[src/lfs_pkg.sv]
`default_nettype none
// ----------------------------------------------------------------------------
// lfs_pkg
// Shared types and constants for the LED flash sequencer.
// ----------------------------------------------------------------------------
package lfs_pkg;

  // Time base width; time differences wrap modulo 2^TIME_BITS
  localparam int TIME_BITS  = 16;
  localparam int KIND_BITS  = 3;
  localparam int LEN_BITS   = 16;
  localparam int REP_BITS   = 7;
  localparam int CNT_BITS   = 8;
  localparam int CFG_IDX_BITS = 2;
  localparam int IN_BITS    = 64;
  localparam int OUT_BITS   = 8;

  // Event kinds
  localparam logic [KIND_BITS-1:0] KIND_PROCESS = 3'd0;
  localparam logic [KIND_BITS-1:0] KIND_START   = 3'd1;
  localparam logic [KIND_BITS-1:0] KIND_ADD     = 3'd2;
  localparam logic [KIND_BITS-1:0] KIND_TRY     = 3'd3;
  localparam logic [KIND_BITS-1:0] KIND_PLAY    = 3'd4;
  localparam logic [KIND_BITS-1:0] KIND_RESET   = 3'd5;

  // Register indexes
  localparam logic [CFG_IDX_BITS-1:0] REG_BEEP_ON  = 2'd0;
  localparam logic [CFG_IDX_BITS-1:0] REG_BEEP_OFF = 2'd1;

  // Reset values and beep pattern
  localparam logic [LEN_BITS-1:0] BEEP_ON_RST  = 16'd100;
  localparam logic [LEN_BITS-1:0] BEEP_OFF_RST = 16'd100;
  localparam logic [CNT_BITS-1:0] BEEP_EDGES   = 8'd3;
  localparam logic [CNT_BITS-1:0] BEEP_MAX     = 8'd255;

  // Decoded event, as handed from the front end to the back end
  typedef struct packed {
    logic                 is_process;
    logic                 is_start;
    logic                 is_add;
    logic                 is_try;
    logic                 is_play;
    logic                 is_reset;
    logic [TIME_BITS-1:0] now;
    logic [LEN_BITS-1:0]  on_len;
    logic [LEN_BITS-1:0]  off_len;
    logic [CNT_BITS-1:0]  cd_init;   // 2*repeats+1
    logic [TIME_BITS-1:0] mark_init; // now - off_length
    logic [CNT_BITS-1:0]  beep_add;
  } cmd_t;

  // Queue status seen by the back end
  typedef struct packed {
    logic empty;
    logic full;
  } q_stat_t;

endpackage
`default_nettype wire

[src/led_flash_sequencer.sv]
`default_nettype none
// ----------------------------------------------------------------------------
// led_flash_sequencer
// Timed LED flash pattern with a queue of beep flashes, driven by events.
// ----------------------------------------------------------------------------
// Every input transaction carries an event kind (tuser) and the current
// millisecond time; it produces exactly one output transaction with the LED
// level and a busy flag. The block sustains one transaction per clock while
// the output side is not stalled: an input register decodes the event, a
// two-entry queue decouples it from the execution stage, and the execution
// stage updates the flash state for each event into an output register. The
// result is valid once the event has passed the input register, the queue
// and the output register. The config port is always ready; write the beep
// lengths only while no event is in flight.
// ----------------------------------------------------------------------------
module led_flash_sequencer (
  input  wire logic                             clk,
  input  wire logic                             rst,
  // tdata: now_ms[15:0], on_length[31:16], off_length[47:32],
  //        repeats[54:48], beep_add[62:55], zero pad [63]
  input  wire logic                             s_tvalid,
  output logic                                  s_tready,
  input  wire logic [lfs_pkg::IN_BITS-1:0]      s_tdata,
  // tuser: kind[2:0]
  input  wire logic [lfs_pkg::KIND_BITS-1:0]    s_tuser,
  // tdata: led[0], busy_res[1], zero pad [7:2]
  output logic                                  m_tvalid,
  input  wire logic                             m_tready,
  output logic [lfs_pkg::OUT_BITS-1:0]          m_tdata,
  // config write: index 0 beep_on_ms, index 1 beep_off_ms
  input  wire logic                             cfg_valid,
  output logic                                  cfg_ready,
  input  wire logic [lfs_pkg::CFG_IDX_BITS-1:0] cfg_index,
  input  wire logic [lfs_pkg::LEN_BITS-1:0]     cfg_data
);
  import lfs_pkg::*;

  logic    q_push;
  logic    q_pop;
  cmd_t    q_wdata;
  cmd_t    q_rdata;
  q_stat_t q_stat;

  assign cfg_ready = 1'b1;

  lfs_front u_front (
    .clk      (clk),
    .rst      (rst),
    .s_tvalid (s_tvalid),
    .s_tready (s_tready),
    .s_tdata  (s_tdata),
    .s_tuser  (s_tuser),
    .q_full   (q_stat.full),
    .q_push   (q_push),
    .q_wdata  (q_wdata)
  );

  lfs_queue u_queue (
    .clk   (clk),
    .rst   (rst),
    .push  (q_push),
    .wdata (q_wdata),
    .pop   (q_pop),
    .rdata (q_rdata),
    .stat  (q_stat)
  );

  lfs_back u_back (
    .clk       (clk),
    .rst       (rst),
    .q_rdata   (q_rdata),
    .q_stat    (q_stat),
    .q_pop     (q_pop),
    .cfg_valid (cfg_valid),
    .cfg_index (cfg_index),
    .cfg_data  (cfg_data),
    .m_tvalid  (m_tvalid),
    .m_tready  (m_tready),
    .m_tdata   (m_tdata)
  );

endmodule
`default_nettype wire

[src/lfs_front.sv]
`default_nettype none
// ----------------------------------------------------------------------------
// lfs_front
// Input register: accepts a transaction, decodes the event kind and
// precomputes the start-event countdown and backdated time mark.
// ----------------------------------------------------------------------------
module lfs_front (
  input  wire logic                          clk,
  input  wire logic                          rst,
  input  wire logic                          s_tvalid,
  output logic                               s_tready,
  input  wire logic [lfs_pkg::IN_BITS-1:0]   s_tdata,
  input  wire logic [lfs_pkg::KIND_BITS-1:0] s_tuser,
  input  wire logic                          q_full,
  output logic                               q_push,
  output lfs_pkg::cmd_t                      q_wdata
);
  import lfs_pkg::*;

  logic                 fv;
  cmd_t                 cmd;
  cmd_t                 cmd_next;
  logic [TIME_BITS-1:0] now_in;
  logic [LEN_BITS-1:0]  on_in;
  logic [LEN_BITS-1:0]  off_in;
  logic [REP_BITS-1:0]  rep_in;
  logic [CNT_BITS-1:0]  add_in;

  assign now_in = s_tdata[15:0];
  assign on_in  = s_tdata[31:16];
  assign off_in = s_tdata[47:32];
  assign rep_in = s_tdata[54:48];
  assign add_in = s_tdata[62:55];

  // Decode
  always_comb begin
    cmd_next            = '0;
    cmd_next.now        = now_in;
    cmd_next.on_len     = on_in;
    cmd_next.off_len    = off_in;
    cmd_next.cd_init    = {rep_in, 1'b1};
    cmd_next.mark_init  = now_in - off_in;
    cmd_next.beep_add   = add_in;
    case (s_tuser)
      KIND_PROCESS: cmd_next.is_process = 1'b1;
      KIND_START:   cmd_next.is_start   = 1'b1;
      KIND_ADD:     cmd_next.is_add     = 1'b1;
      KIND_TRY:     cmd_next.is_try     = 1'b1;
      KIND_PLAY:    cmd_next.is_play    = 1'b1;
      KIND_RESET:   cmd_next.is_reset   = 1'b1;
      default:      ; // unused kinds: no state change
    endcase
  end

  // Hand off to the queue
  assign q_push   = fv && !q_full;
  assign q_wdata  = cmd;
  assign s_tready = !fv || !q_full;

  always_ff @(posedge clk) begin
    if (rst) begin
      fv <= 1'b0;
    end else if (s_tready) begin
      fv <= s_tvalid;
    end
  end

  always_ff @(posedge clk) begin
    if (s_tvalid && s_tready) begin
      cmd <= cmd_next;
    end
  end

endmodule
`default_nettype wire

[src/lfs_queue.sv]
`default_nettype none
// ----------------------------------------------------------------------------
// lfs_queue
// Two-entry queue of decoded events between the front and back ends.
// ----------------------------------------------------------------------------
module lfs_queue (
  input  wire logic           clk,
  input  wire logic           rst,
  input  wire logic           push,
  input  wire lfs_pkg::cmd_t  wdata,
  input  wire logic           pop,
  output lfs_pkg::cmd_t       rdata,
  output lfs_pkg::q_stat_t    stat
);
  import lfs_pkg::*;

  cmd_t       mem [2];
  logic       wr_ptr;
  logic       rd_ptr;
  logic [1:0] count;

  assign stat.empty = (count == 2'd0);
  assign stat.full  = (count == 2'd2);
  assign rdata      = mem[rd_ptr];

  // Storage
  always_ff @(posedge clk) begin
    if (push) begin
      mem[wr_ptr] <= wdata;
    end
  end

  // Pointers and fill count
  always_ff @(posedge clk) begin
    if (rst) begin
      wr_ptr <= 1'b0;
      rd_ptr <= 1'b0;
      count  <= 2'd0;
    end else begin
      if (push) wr_ptr <= ~wr_ptr;
      if (pop)  rd_ptr <= ~rd_ptr;
      if (push && !pop) begin
        count <= count + 2'd1;
      end else if (pop && !push) begin
        count <= count - 2'd1;
      end
    end
  end

endmodule
`default_nettype wire

[src/lfs_back.sv]
`default_nettype none
// ----------------------------------------------------------------------------
// lfs_back
// Executes decoded events against the flash state and registers the result.
// Holds the beep length registers.
// ----------------------------------------------------------------------------
module lfs_back (
  input  wire logic                             clk,
  input  wire logic                             rst,
  input  wire lfs_pkg::cmd_t                    q_rdata,
  input  wire lfs_pkg::q_stat_t                 q_stat,
  output logic                                  q_pop,
  input  wire logic                             cfg_valid,
  input  wire logic [lfs_pkg::CFG_IDX_BITS-1:0] cfg_index,
  input  wire logic [lfs_pkg::LEN_BITS-1:0]     cfg_data,
  output logic                                  m_tvalid,
  input  wire logic                             m_tready,
  output logic [lfs_pkg::OUT_BITS-1:0]          m_tdata
);
  import lfs_pkg::*;

  logic [LEN_BITS-1:0]  beep_on_ms;
  logic [LEN_BITS-1:0]  beep_off_ms;

  logic [CNT_BITS-1:0]  edge_cd, edge_cd_next;
  logic [CNT_BITS-1:0]  beeps_q, beeps_q_next;
  logic [LEN_BITS-1:0]  cur_on, cur_on_next;
  logic [LEN_BITS-1:0]  cur_off, cur_off_next;
  logic [TIME_BITS-1:0] mark, mark_next;
  logic                 led_lit, led_lit_next;
  logic                 led_out, busy_out;

  logic [TIME_BITS-1:0] elapsed;
  logic [CNT_BITS-1:0]  cd_dec;
  logic [CNT_BITS:0]    beep_sum;

  // Take an event when the output slot is free or being drained
  assign q_pop = !q_stat.empty && (!m_tvalid || m_tready);

  assign elapsed  = q_rdata.now - mark;
  assign cd_dec   = edge_cd - 8'd1;
  assign beep_sum = {1'b0, beeps_q} + {1'b0, q_rdata.beep_add};

  // Event execution
  always_comb begin
    edge_cd_next = edge_cd;
    beeps_q_next = beeps_q;
    cur_on_next  = cur_on;
    cur_off_next = cur_off;
    mark_next    = mark;
    led_lit_next = led_lit;
    if (q_rdata.is_process) begin
      if (edge_cd != '0) begin
        if (!led_lit && (elapsed >= cur_off)) begin
          edge_cd_next = cd_dec;
          led_lit_next = (cd_dec != '0);
          mark_next    = q_rdata.now;
        end else if (led_lit && (elapsed >= cur_on)) begin
          edge_cd_next = cd_dec;
          led_lit_next = 1'b0;
          mark_next    = q_rdata.now;
        end
      end else if (beeps_q != '0) begin
        beeps_q_next = beeps_q - 8'd1;
        cur_on_next  = beep_on_ms;
        cur_off_next = beep_off_ms;
        edge_cd_next = BEEP_EDGES;
        mark_next    = q_rdata.now;
      end
    end else if (q_rdata.is_start) begin
      beeps_q_next = '0;
      led_lit_next = 1'b0;
      cur_on_next  = q_rdata.on_len;
      cur_off_next = q_rdata.off_len;
      edge_cd_next = q_rdata.cd_init;
      mark_next    = q_rdata.mark_init;
    end else if (q_rdata.is_add) begin
      beeps_q_next = beep_sum[CNT_BITS] ? BEEP_MAX : beep_sum[CNT_BITS-1:0];
    end else if (q_rdata.is_try) begin
      if (beeps_q == '0) beeps_q_next = 8'd1;
    end else if (q_rdata.is_play) begin
      edge_cd_next = '0;
      beeps_q_next = 8'd1;
      led_lit_next = 1'b0;
    end else if (q_rdata.is_reset) begin
      edge_cd_next = '0;
      beeps_q_next = '0;
      led_lit_next = 1'b0;
    end
  end

  // Flash state
  always_ff @(posedge clk) begin
    if (rst) begin
      edge_cd <= '0;
      beeps_q <= '0;
      cur_on  <= '0;
      cur_off <= '0;
      mark    <= '0;
      led_lit <= 1'b0;
    end else if (q_pop) begin
      edge_cd <= edge_cd_next;
      beeps_q <= beeps_q_next;
      cur_on  <= cur_on_next;
      cur_off <= cur_off_next;
      mark    <= mark_next;
      led_lit <= led_lit_next;
    end
  end

  // Output register
  always_ff @(posedge clk) begin
    if (rst) begin
      m_tvalid <= 1'b0;
    end else if (q_pop) begin
      m_tvalid <= 1'b1;
    end else if (m_tready) begin
      m_tvalid <= 1'b0;
    end
  end

  always_ff @(posedge clk) begin
    if (q_pop) begin
      led_out  <= led_lit_next;
      busy_out <= (edge_cd_next != '0) || (beeps_q_next != '0);
    end
  end

  assign m_tdata = {{(OUT_BITS-2){1'b0}}, busy_out, led_out};

  // Beep length registers
  always_ff @(posedge clk) begin
    if (rst) begin
      beep_on_ms  <= BEEP_ON_RST;
      beep_off_ms <= BEEP_OFF_RST;
    end else if (cfg_valid) begin
      case (cfg_index)
        REG_BEEP_ON:  beep_on_ms  <= cfg_data;
        REG_BEEP_OFF: beep_off_ms <= cfg_data;
        default:      ; // unknown index: ignored
      endcase
    end
  end

endmodule
`default_nettype wire
[config.mk]
export PLATFORM = sky130hd
export DESIGN_NAME = led_flash_sequencer
export DESIGN_NICKNAME = d
export VERILOG_FILES = /design/src/lfs_pkg.sv /design/src/led_flash_sequencer.sv /design/src/lfs_front.sv /design/src/lfs_queue.sv /design/src/lfs_back.sv
export SDC_FILE = /design/constraint.sdc
export NUM_CORES = 1
export LEC_CHECK = 0
export BUFFER_PORTS_ARGS = -buffer_cell sky130_fd_sc_hd__buf_2
export CORE_UTILIZATION = 30
export CTS_BUF_LIST = sky130_fd_sc_hd__clkbuf_4 sky130_fd_sc_hd__clkbuf_8 sky130_fd_sc_hd__clkbuf_16
export DETAILED_ROUTE_END_ITERATION = 12
export REMOVE_ABC_BUFFERS = 1
export SYNTH_ARGS = -nofsm -noshare
export SYNTH_HDL_FRONTEND = slang
export SYNTH_SLANG_ARGS = --single-unit
[constraint.sdc]
create_clock -name clk -period 12 [get_ports clk]
set_input_delay 1.2 -clock clk [delete_from_list [all_inputs] [get_ports clk]]
set_output_delay 1.2 -clock clk [all_outputs]
set_load 0.01 [all_outputs]
======== After elaboration in Yosys (flattened, before gate mapping) ========
Memories as Yosys holds them, arrays and structs flattened. A register that Yosys moved wholly into a read port is not among the register bits.
Index checks and enable logic that the tools add are counted.
storage, ports and cells
  flip-flop bits (word level) ............. 190
  memory bits (writable) .................. 170
  input port bits ......................... 90
  logic and storage cells ................. 140
  memories kept ........................... 1
cells by class
  add/subtract/negate cells ............... 7
  $lt $le $gt $ge ......................... 2
  eq/ne operators ......................... 11
  muxes and demuxes ....................... 57
  bitwise operators ....................... 2
  reductions and logical operators ........ 33
memories
  name         words  bits a word  read ports  clocked after memory_dff  write ports  RTL line         source
  u_queue.mem  2      85           1           1                         1            lfs_queue.sv:17  cmd_t mem [2];
operator list
  kind                                                 count
  2-to-1 mux 16 bit                                    14
  2-to-1 mux 8 bit                                     20
  nonzero test 8 bit                                   5
  greater-or-equal comparator 16 bit                   2
  subtractor 16 bit                                    2
  2-to-1 mux 1 bit                                     21
  subtractor 8 x 1 -> 8 bit, second input constant     2
  adder 8 x 8 -> 9 bit                                 1
  logical NOT 8 bit                                    1
  AND reduction 4 bit                                  2
  logical AND 1 bit                                    7
  logical NOT 1 bit                                    7
  equality test 3 x 2 -> 1 bit, second input constant  2
  equality test 3 bit, second input constant           2
  nonzero test 2 bit                                   3
  logical NOT 2 bit                                    2
  2-to-1 mux 2 bit                                     2
  != test 4 bit, second input constant                 1
  AND reduction 2 bit                                  2
  equality test 3 x 1 -> 1 bit, second input constant  1
  logical NOT 3 bit                                    1
  logical OR 1 bit                                     3
  != test 3 x 1 -> 1 bit, second input constant        1
  adder 2 x 1 -> 2 bit, second input constant          1
  6 further kinds                                      7

======== Logic depth before layout (Yosys ltp) ========
Gate-level depths: netlist (run 1).
  depth in word-level cells ............... 9
  mapped depth ............................ 25
  gate-level depth less buffers ........... 22

======== Hierarchy ========
From an unflattened synthesis (run 1), not the netlist that was laid out.
second synthesis, totals
  cell total of the unflattened synthesis .. 1390
  area, all modules ....................... 17199.0 um^2
modules (own cells, without submodules)
  module               times used  cells an instance  area each (um^2)
  lfs_back             1           875                7070.5
  lfs_queue            1           290                6615.1
  lfs_front            1           223                3502.1
  led_flash_sequencer  1           2                  11.3

======== Least setup slack after synthesis (run 1) ========
No wires, ideal clock.
  path type ............................... flip-flop to flip-flop
  start point ............................. reg with a tool-made name
  end point ............................... reg u_back.busy_out (data pin)
  arrival ................................. 5.422 ns
  path slack .............................. 6.313 ns
  stages on the path, launching flop included .. 26
  period minus slack after synthesis ...... 5.687 ns
  cells stage by stage .................... dfxtp_1 buf_6 buf_2 buf_1 mux2i_1 ha_1 inv_1 fa_1 a21o_1 a21o_1 a21oi_1 o21ai_0 a211oi_1 nor2_1 o41ai_1 xnor2_1 ha_1 a21o_1 a21o_1 a21oi_1 o211ai_2 and3_4 o311ai_1 nand2b_1 nor4_2 nand3_1
RTL lines
  element               RTL line         source
  to (signal assigned)  lfs_back.sv:125  busy_out <= (edge_cd_next != '0) || (beeps_q_next != '0);
  to (decl)             lfs_back.sv:31   logic led_out, busy_out;

==> impl_metrics.csv, run 1 <==
group,metric,value,unit
clocking,cts_resized,0,
setup_path,cp-end-kind,"register",
setup_path,cp_max_fo,41,
synth,yosysUniqueCellTypes,77,
detailed_routing,wl_per_cell,16.9,um
setup_path,crit_arrival,7200,ps
timing,fin_ws,5270,ps
die,die_w,236,um
grt,overflow,0,
die,die_h,236,um
setup_path,cp.required,12470,ps
outcome,status,"completed",
place,post-place-ws,5270,ps
final_layout,layout_common_cells,"edfxtp_1, nand2_1, a21oi_1, dfxtp_1, buf_2",
timing,fin_setup_tns,0,ps
synth,synthCells,1420,
run,cap_viol_max_count,0,
detailed_routing,via_per_inst,4.80,
synth,synth_edf_count,257,
detailed_routing,vias,10700,
worst_hold_path,hold_path_class,"reg -> reg",
power_and_ir_drop,leakage,6.81,nW
synth,synthArstFlopShare,0,%
final_layout,layout_commonest_cell,"edfxtp_1",
timing,tightest_slew,1020,ps
timing,setup_violations,0,
clocking,tritoncts,"yes",
detailed_routing,drc,0,
timing,rsz0062_at_grt,"no",
synth,synthSimpleGateAreaFrac,10.9,%
timing,post-route-period-util,56.1,%
timing,slew_headroom,31.8,%
synth,synth_flop_cell,"edfxtp_1",
detailed_routing,wirelength,37.6,mm
synth,synth_area_leader_cell,"edfxtp_1",
grt,grt_max_degree,97,
timing,finalCriticalPeriod,6730,ps
clocking,cts-htree-levels,2,
final_layout,multiInputGateArea,0.00607,mm^2
place,portBuffers,92,
die,io_pins,101,
synth,synth_fa_ha_area_share,6.22,%
power_and_ir_drop,power.density,263,mW/mm^2
detailed_routing,drt-initial-drc-count,782,
timing,fin_skew,24.3,ps
clocking,hold_buffers,0,
die,core,0.0540,mm^2
die,die-area,0.0558,mm^2
synth,synth.avg_cell_area,11.6,um^2
clocking,clock-sinks,361,
detailed_routing,ant_nets,0,
synth,synth_seq_cells,361,
synth,synth_compound_area_share,11.7,%
final_layout,nets,1673,
final_layout,final_util,35.2,%
place,dp_hpwl,25.3,mm
die,initial_core_util,30.4,%
final_layout,area_growth,15.6,%
clocking,cts.path.max_buffers,3,
clocking,clkTransAtPathRegs,60,ps
grt,grt_usage,13.3,%
detailed_routing,detail_route.first_pass.iterations,5,
timing,slew_viol_final,0,
synth,yosysSeqAreaShare,59.6,%
final_layout,ff_latch_area,0.00980,mm^2
synth,synth_top_area_share,46.9,%
setup_path,critPathKind,"reg -> reg",
grt,grt_pass1_wl,58.6,mm
place,place.gp.congestion,0.831,
synth,ys_top_cells_by_area,"edfxtp_1, dfxtp_1, ha_1, nand2_1, mux2i_1",
clocking,clockRootBuffer,"clkbuf_16",
synth,ys.warnings.count,0,
setup_path,worstSetupStartpointType,"register",
synth,muxShareOfSynthArea,5.70,%
synth,synth_xor_xnor_area_share,1.97,%
final_layout,drive_gt1_share,14.7,%
die,rows,85,
grt,antenna_found_initial,4,
timing,hold_viol,0,
synth,synth_area,0.0164,mm^2
synth,synth_top_family_by_area,"compound AO/OA/AOI/OAI gates",
clocking,cts_setup_buffers,0,
power_and_ir_drop,ir_drop,116,uV
final_layout,fill_cells,5367,
timing,fmax,149,MHz
grt,grt_pass1_vias,10600,
clocking,numCtsBuffers,40,
clocking,clk-insertion-delay-late,550,ps
critical path, cell delays in order, from the launching register on:
cell,delay [ps]
dfxtp_4,500
buf_4,600
buf_4,670
mux2_2,430
ha_1,370
o211a_1,160
o21ai_1,170
a21boi_1,120
or4_1,500
a31oi_1,260
xnor2_1,190
ha_1,300
a21o_1,180
a21o_1,180
a21oi_1,280
o211ai_2,290
and3_4,310
o311ai_4,820
nand2_1,140
a21oi_1,160
cell type report:
| cell class | count | area share (%) |
|---|---|---|
| clock buffers | 49 | 5.69 |
| inverters | 87 | 1.72 |
| clock inverters | 24 | 1.59 |
| well taps | 696 | 4.58 |
| multi-input cells | 910 | 32.0 |
| diodes | 1 | 0.0132 |
| flip-flops and latches | 361 | 51.6 |
| repair buffers | 103 | 2.87 |
per-layer routing:
metal / part of all wire [%] / track usage (%) / vias up
li1: - / - / 5311
met1: 45 / 17.2 / 5141
met2: 48 / 22.7 / 175
met3: 4.5 / 2.68 / 70
met4: 2.1 / 3.48 / 4
met5: 0.080 / 0 / -
sequential cells by signal, summed over array words and instances, names as in the netlist, 2 cells and up, named ones only:
signal,count
u_queue.count,2
u_back.beep_on_ms,16
u_back.mark,16
u_back.edge_cd,8
u_back.beeps_q,8
u_queue.mem,170
u_back.beep_off_ms,16
u_back.cur_on,16
u_back.cur_off,16
u_front.q_wdata,85
synth_stat cells (4+ instances only):
master and n:
nand4_1 4, nor3_1 23, a211o_1 6, a21o_1 11
nand3b_1 11, dfxtp_1 104, and3_1 6, o21ai_0 42
mux2i_1 63, mux2_2 26, o21ai_1 4, a21oi_1 125
nand3_1 17, a211oi_1 15, nand2_1 212, buf_1 7
edfxtp_1 257, or3_1 7, nor2b_1 7, o22ai_1 4
a31oi_1 4, buf_2 11, nor2_1 66, xnor2_1 24
xor2_1 13, buf_4 10, nand2b_1 6, inv_1 86
ha_1 77, clkbuf_1 38, nor3b_1 8, o211ai_1 47
o21a_1 6
cells by family (layout without fill, tap and decap cells):
family          Yosys count  in the layout
simple gates            392            392
flops                   361            361
compound gates          304            304
buf+inv                 154            263
mux                      90             90
fa+ha+maj                80             80
xor+xnor                 37             37
other cells               2              8
through the flow:
step           hold WS, ps  power (W)  cells  instance area (um^2)
2_1_floorplan          421    0.00319   1358                 16200
3_3_place_gp           425    0.00369   2157                 17600
3_5_place_dp           430    0.00374   2157                 17600
4_1_cts                436    0.00504   2230                 19000
5_1_grt                449    0.00535   2230                 19000
6_report               438    0.00499   2231                 19000
path summary, 6_finish.rpt:
path                                     startpoint                  to  slack [ps]  cells past startpoint
worst max-delay path                       register      u_back.mark[8]        5270                     19
worst min-delay path            u_front.q_wdata[20]  u_queue.mem[0][20]         440                      0
worst max register to register             register      u_back.mark[8]        5270                     19
worst min register to register  u_front.q_wdata[20]  u_queue.mem[0][20]         440                      0
power by group:
part           switching [W]  leakage (nW)  internal [W]
clock network       0.000504         0.675      0.000776
registers           0.000114          3.26       0.00153
logic                0.00128          2.88      0.000798
total                0.00190          6.81       0.00310
Note: power is estimated with default switching activity, not from simulation.
==> run 2, diff against run 1 <==
Settings changed: ABC_AREA set to 1.
Clock period 12 ns to 6 ns, I/O delays scaled along.
==> run 2 against run 1 <==
Effect of this change:
- non-clock buffer count up 9
- final cell count up 11%
- clock-buffer cell count down 6
- wire length down 6.3%
- global-route usage down 0.57 points
- sequential power up 100%
- total power up 100%
- synthesized area about the same
- highest routed layer unchanged
==> impl_metrics.csv, run 2 <==
group,metric,value,unit
place,dp_hpwl,24.5,mm
timing,rsz0062_at_grt,"no",
clocking,cts-htree-levels,2,
setup_path,rr_endpoint,"u_back.busy_out",
worst_hold_path,holdCritStartpoint,"s_tdata[16]",
final_layout,largest_reg_flops,170,
timing,hold_slack,246,ps
timing,finalCriticalPeriod,4800,ps
grt,grt_max_degree,93,
power_and_ir_drop,leakage,7.66,nW
final_layout,layout_commonest_cell,"nand2_1",
timing,slew_headroom,34.6,%
detailed_routing,drc,0,
final_layout,layout_common_cells,"nand2_1, edfxtp_1, inv_1, nor2_1, dfxtp_1",
die,initial_core_util,30.4,%
final_layout,drive_gt1_share,12.1,%
timing,tightest_slew,980,ps
clocking,clk-insertion-delay-late,530,ps
timing,fin_ws,1200,ps
clocking,cts_setup_buffers,0,
clocking,numCtsBuffers,35,
detailed_routing,via_per_inst,4.53,
die,die_h,236,um
grt,grt_pass1_vias,11100,
outcome,status,"completed",
timing,slew_viol_final,0,
power_and_ir_drop,power.density,537,mW/mm^2
final_layout,fill_cells,5388,
setup_path,cp-end-kind,"register",
place,post-place-ws,1230,ps
clocking,tritoncts,"yes",
worst_hold_path,whs_path_depth,1,
setup_path,critPathKind,"reg -> reg",
synth,ys_top_cells_by_area,"edfxtp_1, dfxtp_1, nand2_1, ha_1, inv_1",
synth,synth_flop_cell,"edfxtp_1",
clocking,clkTransAtPathRegs,60,ps
setup_path,cp_common_cell,"nand2_1",
synth,synth_commonest_cells,"nand2_1, edfxtp_1, inv_1",
clocking,clockRootBuffer,"clkbuf_16",
timing,fmax,208,MHz
timing,hold_viol,0,
setup_path,cpMaxStageDelayCell,"fa_1",
grt,grt_pass1_wl,57.4,mm
synth,synth_most_common_cell,"nand2_1",
final_layout,area_growth,14.2,%
die,core,0.0540,mm^2
synth,synthArstFlopShare,0,%
final_layout,nets,1916,
synth,synth_top_area_share,47.0,%
setup_path,critPathTopFamily,"simple AND/OR/NAND/NOR gates",
synth,yosysUniqueCellTypes,46,
setup_path,reg2regPathDepth,32,
detailed_routing,detail_route.first_pass.iterations,5,
clocking,clock-sinks,361,
clocking,hold_buffers,0,
detailed_routing,wirelength,35.3,mm
setup_path,worstSetupStartpointType,"register",
setup_path,crit_arrival,5070,ps
timing,fin_skew,17.5,ps
synth,ys.warnings.count,0,
setup_path,r2r_slack,1200,ps
timing,post-route-period-util,80.0,%
detailed_routing,wl_per_cell,14.3,um
die,die_w,236,um
setup_path,cp.required,6270,ps
synth,synth.avg_cell_area,9.91,um^2
grt,overflow,0,
timing,setup_violations,0,
die,die-area,0.0557,mm^2
detailed_routing,drt-initial-drc-count,610,
synth,synth_edf_count,257,
synth,synth_area_leader_cell,"edfxtp_1",
die,rows,85,
run,cap_viol_max_count,0,
clocking,cts.path.max_buffers,3,
setup_path,cp_max_fo,19,
synth,synthCells,1658,
final_layout,largest-register,"u_queue.mem",
synth,synth_seq_cells,361,
clocking,cts_resized,0,
die,io_pins,101,
worst_hold_path,holdPathEnd,"u_front.q_wdata[48]",
place,portBuffers,92,
worst_hold_path,hold_path_class,"in -> reg",
place,place.gp.congestion,0.883,
detailed_routing,vias,11200,
setup_path,slowest_delay,420,ps
setup_path,crit_buf_inv,4,
detailed_routing,ant_nets,0,
synth,synth_area,0.0164,mm^2
power_and_ir_drop,ir_drop,274,uV
synth,yosysSeqAreaShare,59.6,%
grt,grt_usage,12.7,%
grt,antenna_found_initial,8,
[run 2: changes by cell type in the layout (fill, tap and decap cells not counted), moves of 49 or more]
cell / change
inv_1: +70
a31oi_1: +49
nor2_1: +51
mux2i_1: -58
nand2_1: +223
o21ai_0: +57
[run 2: logic make-up after synthesis]
logic type                 Yosys count  share of synthesized area [%]
muxes                                4                          0.244
AOI/OAI and AO/OA                  296                           10.1
xor gates and xnor gates            43                           2.29
buffers and inverters              235                           5.82
other                                2                         0.0457
DFF                                361                           59.6
and+or+nand+nor                    637                           15.6
adders and majority gates           80                           6.23
[run 2: per-stage QoR]
| step | TNS (ps) | instances | util (%) | cell area, um^2 | power (W) |
|---|---|---|---|---|---|
| 2_1_floorplan | -3730 | 1597 | - | 16100 | 0.00675 |
| 5_1_grt | 0 | 2469 | 34.7 | 18800 | 0.0110 |
| 6_report | 0 | 2472 | 34.8 | 18800 | 0.0101 |
| 4_1_cts | 0 | 2469 | 34.7 | 18800 | 0.0102 |
| 3_5_place_dp | 0 | 2405 | 32.7 | 17600 | 0.00803 |
| 3_3_place_gp | 0 | 2405 | 32.7 | 17600 | 0.00791 |
[run 2: metal layers]
layer | global-route usage (%) | wire, um | vias to the layer above
met4 | 4.38 | 971 | 10
met5 | 0 | 54 | -
met1 | 16.1 | 16200 | 5181
met2 | 21.7 | 16600 | 174
li1 | - | - | 5767
met3 | 2.47 | 1420 | 61
[run 2: worst max-delay path by stage]
stage             start  cells past startpoint  slack [ps]              end
2_1_floorplan  register                     28        -260  u_back.mark[10]
3_3_place_gp   register                     32        1240  u_back.busy_out
3_5_place_dp   register                     32        1230  u_back.busy_out
4_1_cts        register                     32        1220  u_back.busy_out
5_1_grt        register                     32         720  u_back.busy_out
6_report       register                     32        1200  u_back.busy_out
[run 2: area by class of cell]
| type | instances | area (um^2) | area share [%] |
|---|---|---|---|
| antenna | 3 | 7.51 | 0.0400 |
| clock buffer | 43 | 942 | 5.02 |
| clock inverter | 21 | 179 | 0.953 |
| inverter | 169 | 638 | 3.40 |
| multi-input combinational | 1067 | 5720 | 30.4 |
| sequential | 361 | 9800 | 52.2 |
| tap | 696 | 871 | 4.64 |
| timing repair buffer | 112 | 623 | 3.32 |
[run 2: power by group]
part | internal, W | total, W | switching [W]
logic | 0.00163 | 0.00465 | 0.00302
registers | 0.00312 | 0.00330 | 0.000183
clock network | 0.00122 | 0.00214 | 0.000925
total | 0.00596 | 0.0101 | 0.00413
==> run 3, diff against run 2 <==
Settings changed: ABC_AREA 1 to 0.
Clock period 6 ns to 4.89 ns, I/O delays scaled along.
==> run 3 against run 2 <==
Effect of this change:
- the run now ends with negative setup slack left
- via count decreased by 0.68%
- final cell count decreased by 7.0%
- setup slack got worse by 1500 ps
- non-clock buffer count increased by 62
- die area about the same
- utilization increased by 2.3 points
- combinational power increased by 47%
- global-route usage increased by 1.3 points
- largest cell class unchanged
- highest routed layer is now met4
==> impl_metrics.csv, run 3 (same netlist as run 1, synthesis figures left out) <==
group,metric,value,unit
timing,fin_skew,10.5,ps
timing,rsz0062_at_grt,"yes",
die,initial_core_util,30.4,%
setup_path,cp_max_fo,5,
die,die_h,236,um
power_and_ir_drop,seqPwrFrac,29.2,%
power_and_ir_drop,power.density,691,mW/mm^2
grt,groute.layer.met3.usage,2.08,%
setup_path,path_cells,"buf_12 -> mux2_4 -> ha_4 -> a21o_1 -> or3_4 -> o211a_1 -> o21ai_2 -> a21boi_2 -> or4_4 -> a31oi_4 -> xnor2_2 -> ha_1 -> a21o_1 -> a21o_1 -> a21oi_2 -> o211ai_4 -> buf_6 -> a211oi_4 -> nor3_2 -> nand4b_1 -> nor4_2 -> nand3_1",
power_and_ir_drop,switching_power,0.00529,W
power_and_ir_drop,p_clk_share,21.4,%
worst_hold_path,hold_path_class,"in -> reg",
clocking,cts-htree-levels,2,
grt,top_usage_layer,"met2",
detailed_routing,via_per_inst,4.83,
final_layout,area_growth,21.9,%
power_and_ir_drop,leakage,7.28,nW
setup_path,critPathKind,"reg -> reg",
setup_path,cp.required,5180,ps
power_and_ir_drop,ir_drop,376,uV
die,io_pins,101,
die,core,0.0540,mm^2
power_and_ir_drop,p_sw_share,38.2,%
timing,slew_viol_final,0,
setup_path,worstSetupStartpointType,"register",
timing,hold_viol,0,
die,die_w,236,um
grt,grt_pass1_vias,11100,
run,cap_viol_max_count,0,
final_layout,largest-register,"u_queue.mem",
grt,grt_use_met2,24.3,%
die,rows,85,
place,dp_hpwl,26.4,mm
final_layout,antenna_cells,0,
clocking,clock-sinks,361,
die,die-area,0.0558,mm^2
grt,grt_pass1_wl,61.6,mm
place,place_area,0.0180,mm^2
worst_hold_path,whs_path_depth,1,
timing,tightest_slew,1010,ps
grt,overflow,0,
clocking,clkTransAtPathRegs,60,ps
setup_path,cp-end-kind,"register",
timing,post-route-period-util,105,%
setup_path,reg2regPathDepth,22,
place,portBuffers,92,
clocking,cts.path.max_buffers,3,
outcome,violations,"negative setup slack",
setup_path,cpMaxStageDelayCell,"or4_4",
detailed_routing,detail_route.first_pass.iterations,4,
detailed_routing,drt-initial-drc-count,691,
clocking,clockRootBuffer,"clkbuf_16",
timing,setup_violations,20,
final_layout,nets,1744,
detailed_routing,wirelength,39.2,mm
grt,grt_usage,14.0,%
final_layout,layout_common_cells,"edfxtp_1, nand2_1, a21oi_1, dfxtp_1, buf_2",
outcome,status,"complete, but fails checks",
place,place.gp.congestion,0.862,
timing,finalCriticalPeriod,5150,ps
detailed_routing,drc,0,
timing,hold_slack,113,ps
power_and_ir_drop,internal_power,0.00856,W
final_layout,largest_reg_flops,170,
clocking,clk-insertion-delay-late,550,ps
grt,antenna_found_initial,1,
timing,fin_ws,-264,ps
setup_path,cp_common_cell,"a21o_1",
setup_path,crit_arrival,5440,ps
timing,slew_headroom,32.3,%
setup_path,slowest_delay,460,ps
final_layout,fin_area,0.0200,mm^2
final_layout,layout_commonest_cell,"edfxtp_1",
grt,grt_max_degree,63,
grt,grt_use_met1,18.2,%
final_layout,fill_cells,5287,
final_layout,drive_gt1_share,23.2,%
detailed_routing,ant_nets,0,
timing,fmax,194,MHz
clocking,numCtsBuffers,40,
power_and_ir_drop,combPwrFrac,49.5,%
clocking,tritoncts,"yes",
detailed_routing,vias,11100,
detailed_routing,wl_per_cell,17.1,um
-- run 3: power by group through the flow --
stage | clock network [W] | registers [W] | logic [W]
floorplan | 0 | 0.00411 | 0.00372
global placement | 0 | 0.00406 | 0.00540
detailed placement | 0 | 0.00408 | 0.00554
CTS | 0.00303 | 0.00404 | 0.00640
global route | 0.00315 | 0.00409 | 0.00757
finish | 0.00296 | 0.00404 | 0.00685
-- run 3: worst paths after layout --
kind                            start                   to  slack (ps)
setup / recovery             register      u_back.busy_out        -260
hold / removal            s_tdata[27]  u_front.q_wdata[59]         110
setup reg to reg             register      u_back.busy_out        -260
hold reg to reg   u_front.q_wdata[84]   u_queue.mem[0][83]         440
-- run 3: layout make-up --
cell class	count	area, um^2	area share, %
sequential	361	9800	48.9
clock buffer	53	1150	5.72
tap	696	871	4.35
inverter	87	327	1.63
timing repair buffer	174	1200	5.99
clock inverter	19	148	0.737
multi-input combinational	910	6550	32.7
-- run 3: metal layers --
| layer | vias to the layer above | wire length, um |
|---|---|---|
| li1 | 5441 | - |
| met1 | 5443 | 17900 |
| met2 | 187 | 19400 |
| met3 | 46 | 1300 |
| met4 | 0 | 677 |
| met5 | - | 0 |
-- run 3: critical path, delay by kind of cell, from the launching register on --
kind / cells / cell delay [ps]
adder cells (fa/ha/maj): 2 / 490
multiplexers: 1 / 320
XOR/XNOR: 1 / 140
AO/OA/AOI/OAI: 10 / 1780
AND/OR/NAND/NOR: 6 / 1510
flip-flops: 1 / 390
buffers and inverters: 2 / 270
-- run 3: per-stage QoR --
step,cells,TNS [ps],power (W),utilization [%],setup WS (ps)
floorplan,1358,-273120,0.00783,-,-4490
global placement,2202,-6680,0.00946,33.3,-450
detailed placement,2202,-9790,0.00962,33.3,-590
CTS,2294,-3970,0.0135,36.7,-314
global route,2300,-5870,0.0148,37.1,-454
finish,2300,-2330,0.0138,37.1,-264
-- run 3: repair_timing --
item / in CTS / in global routing
pin swaps: 70 / 68
hold buffers: 0 / 0
setup buffers: 18 / 9
setup endpoints to repair: 27 / 27
gates resized for setup: 91 / 37
gates cloned: 2 / 0
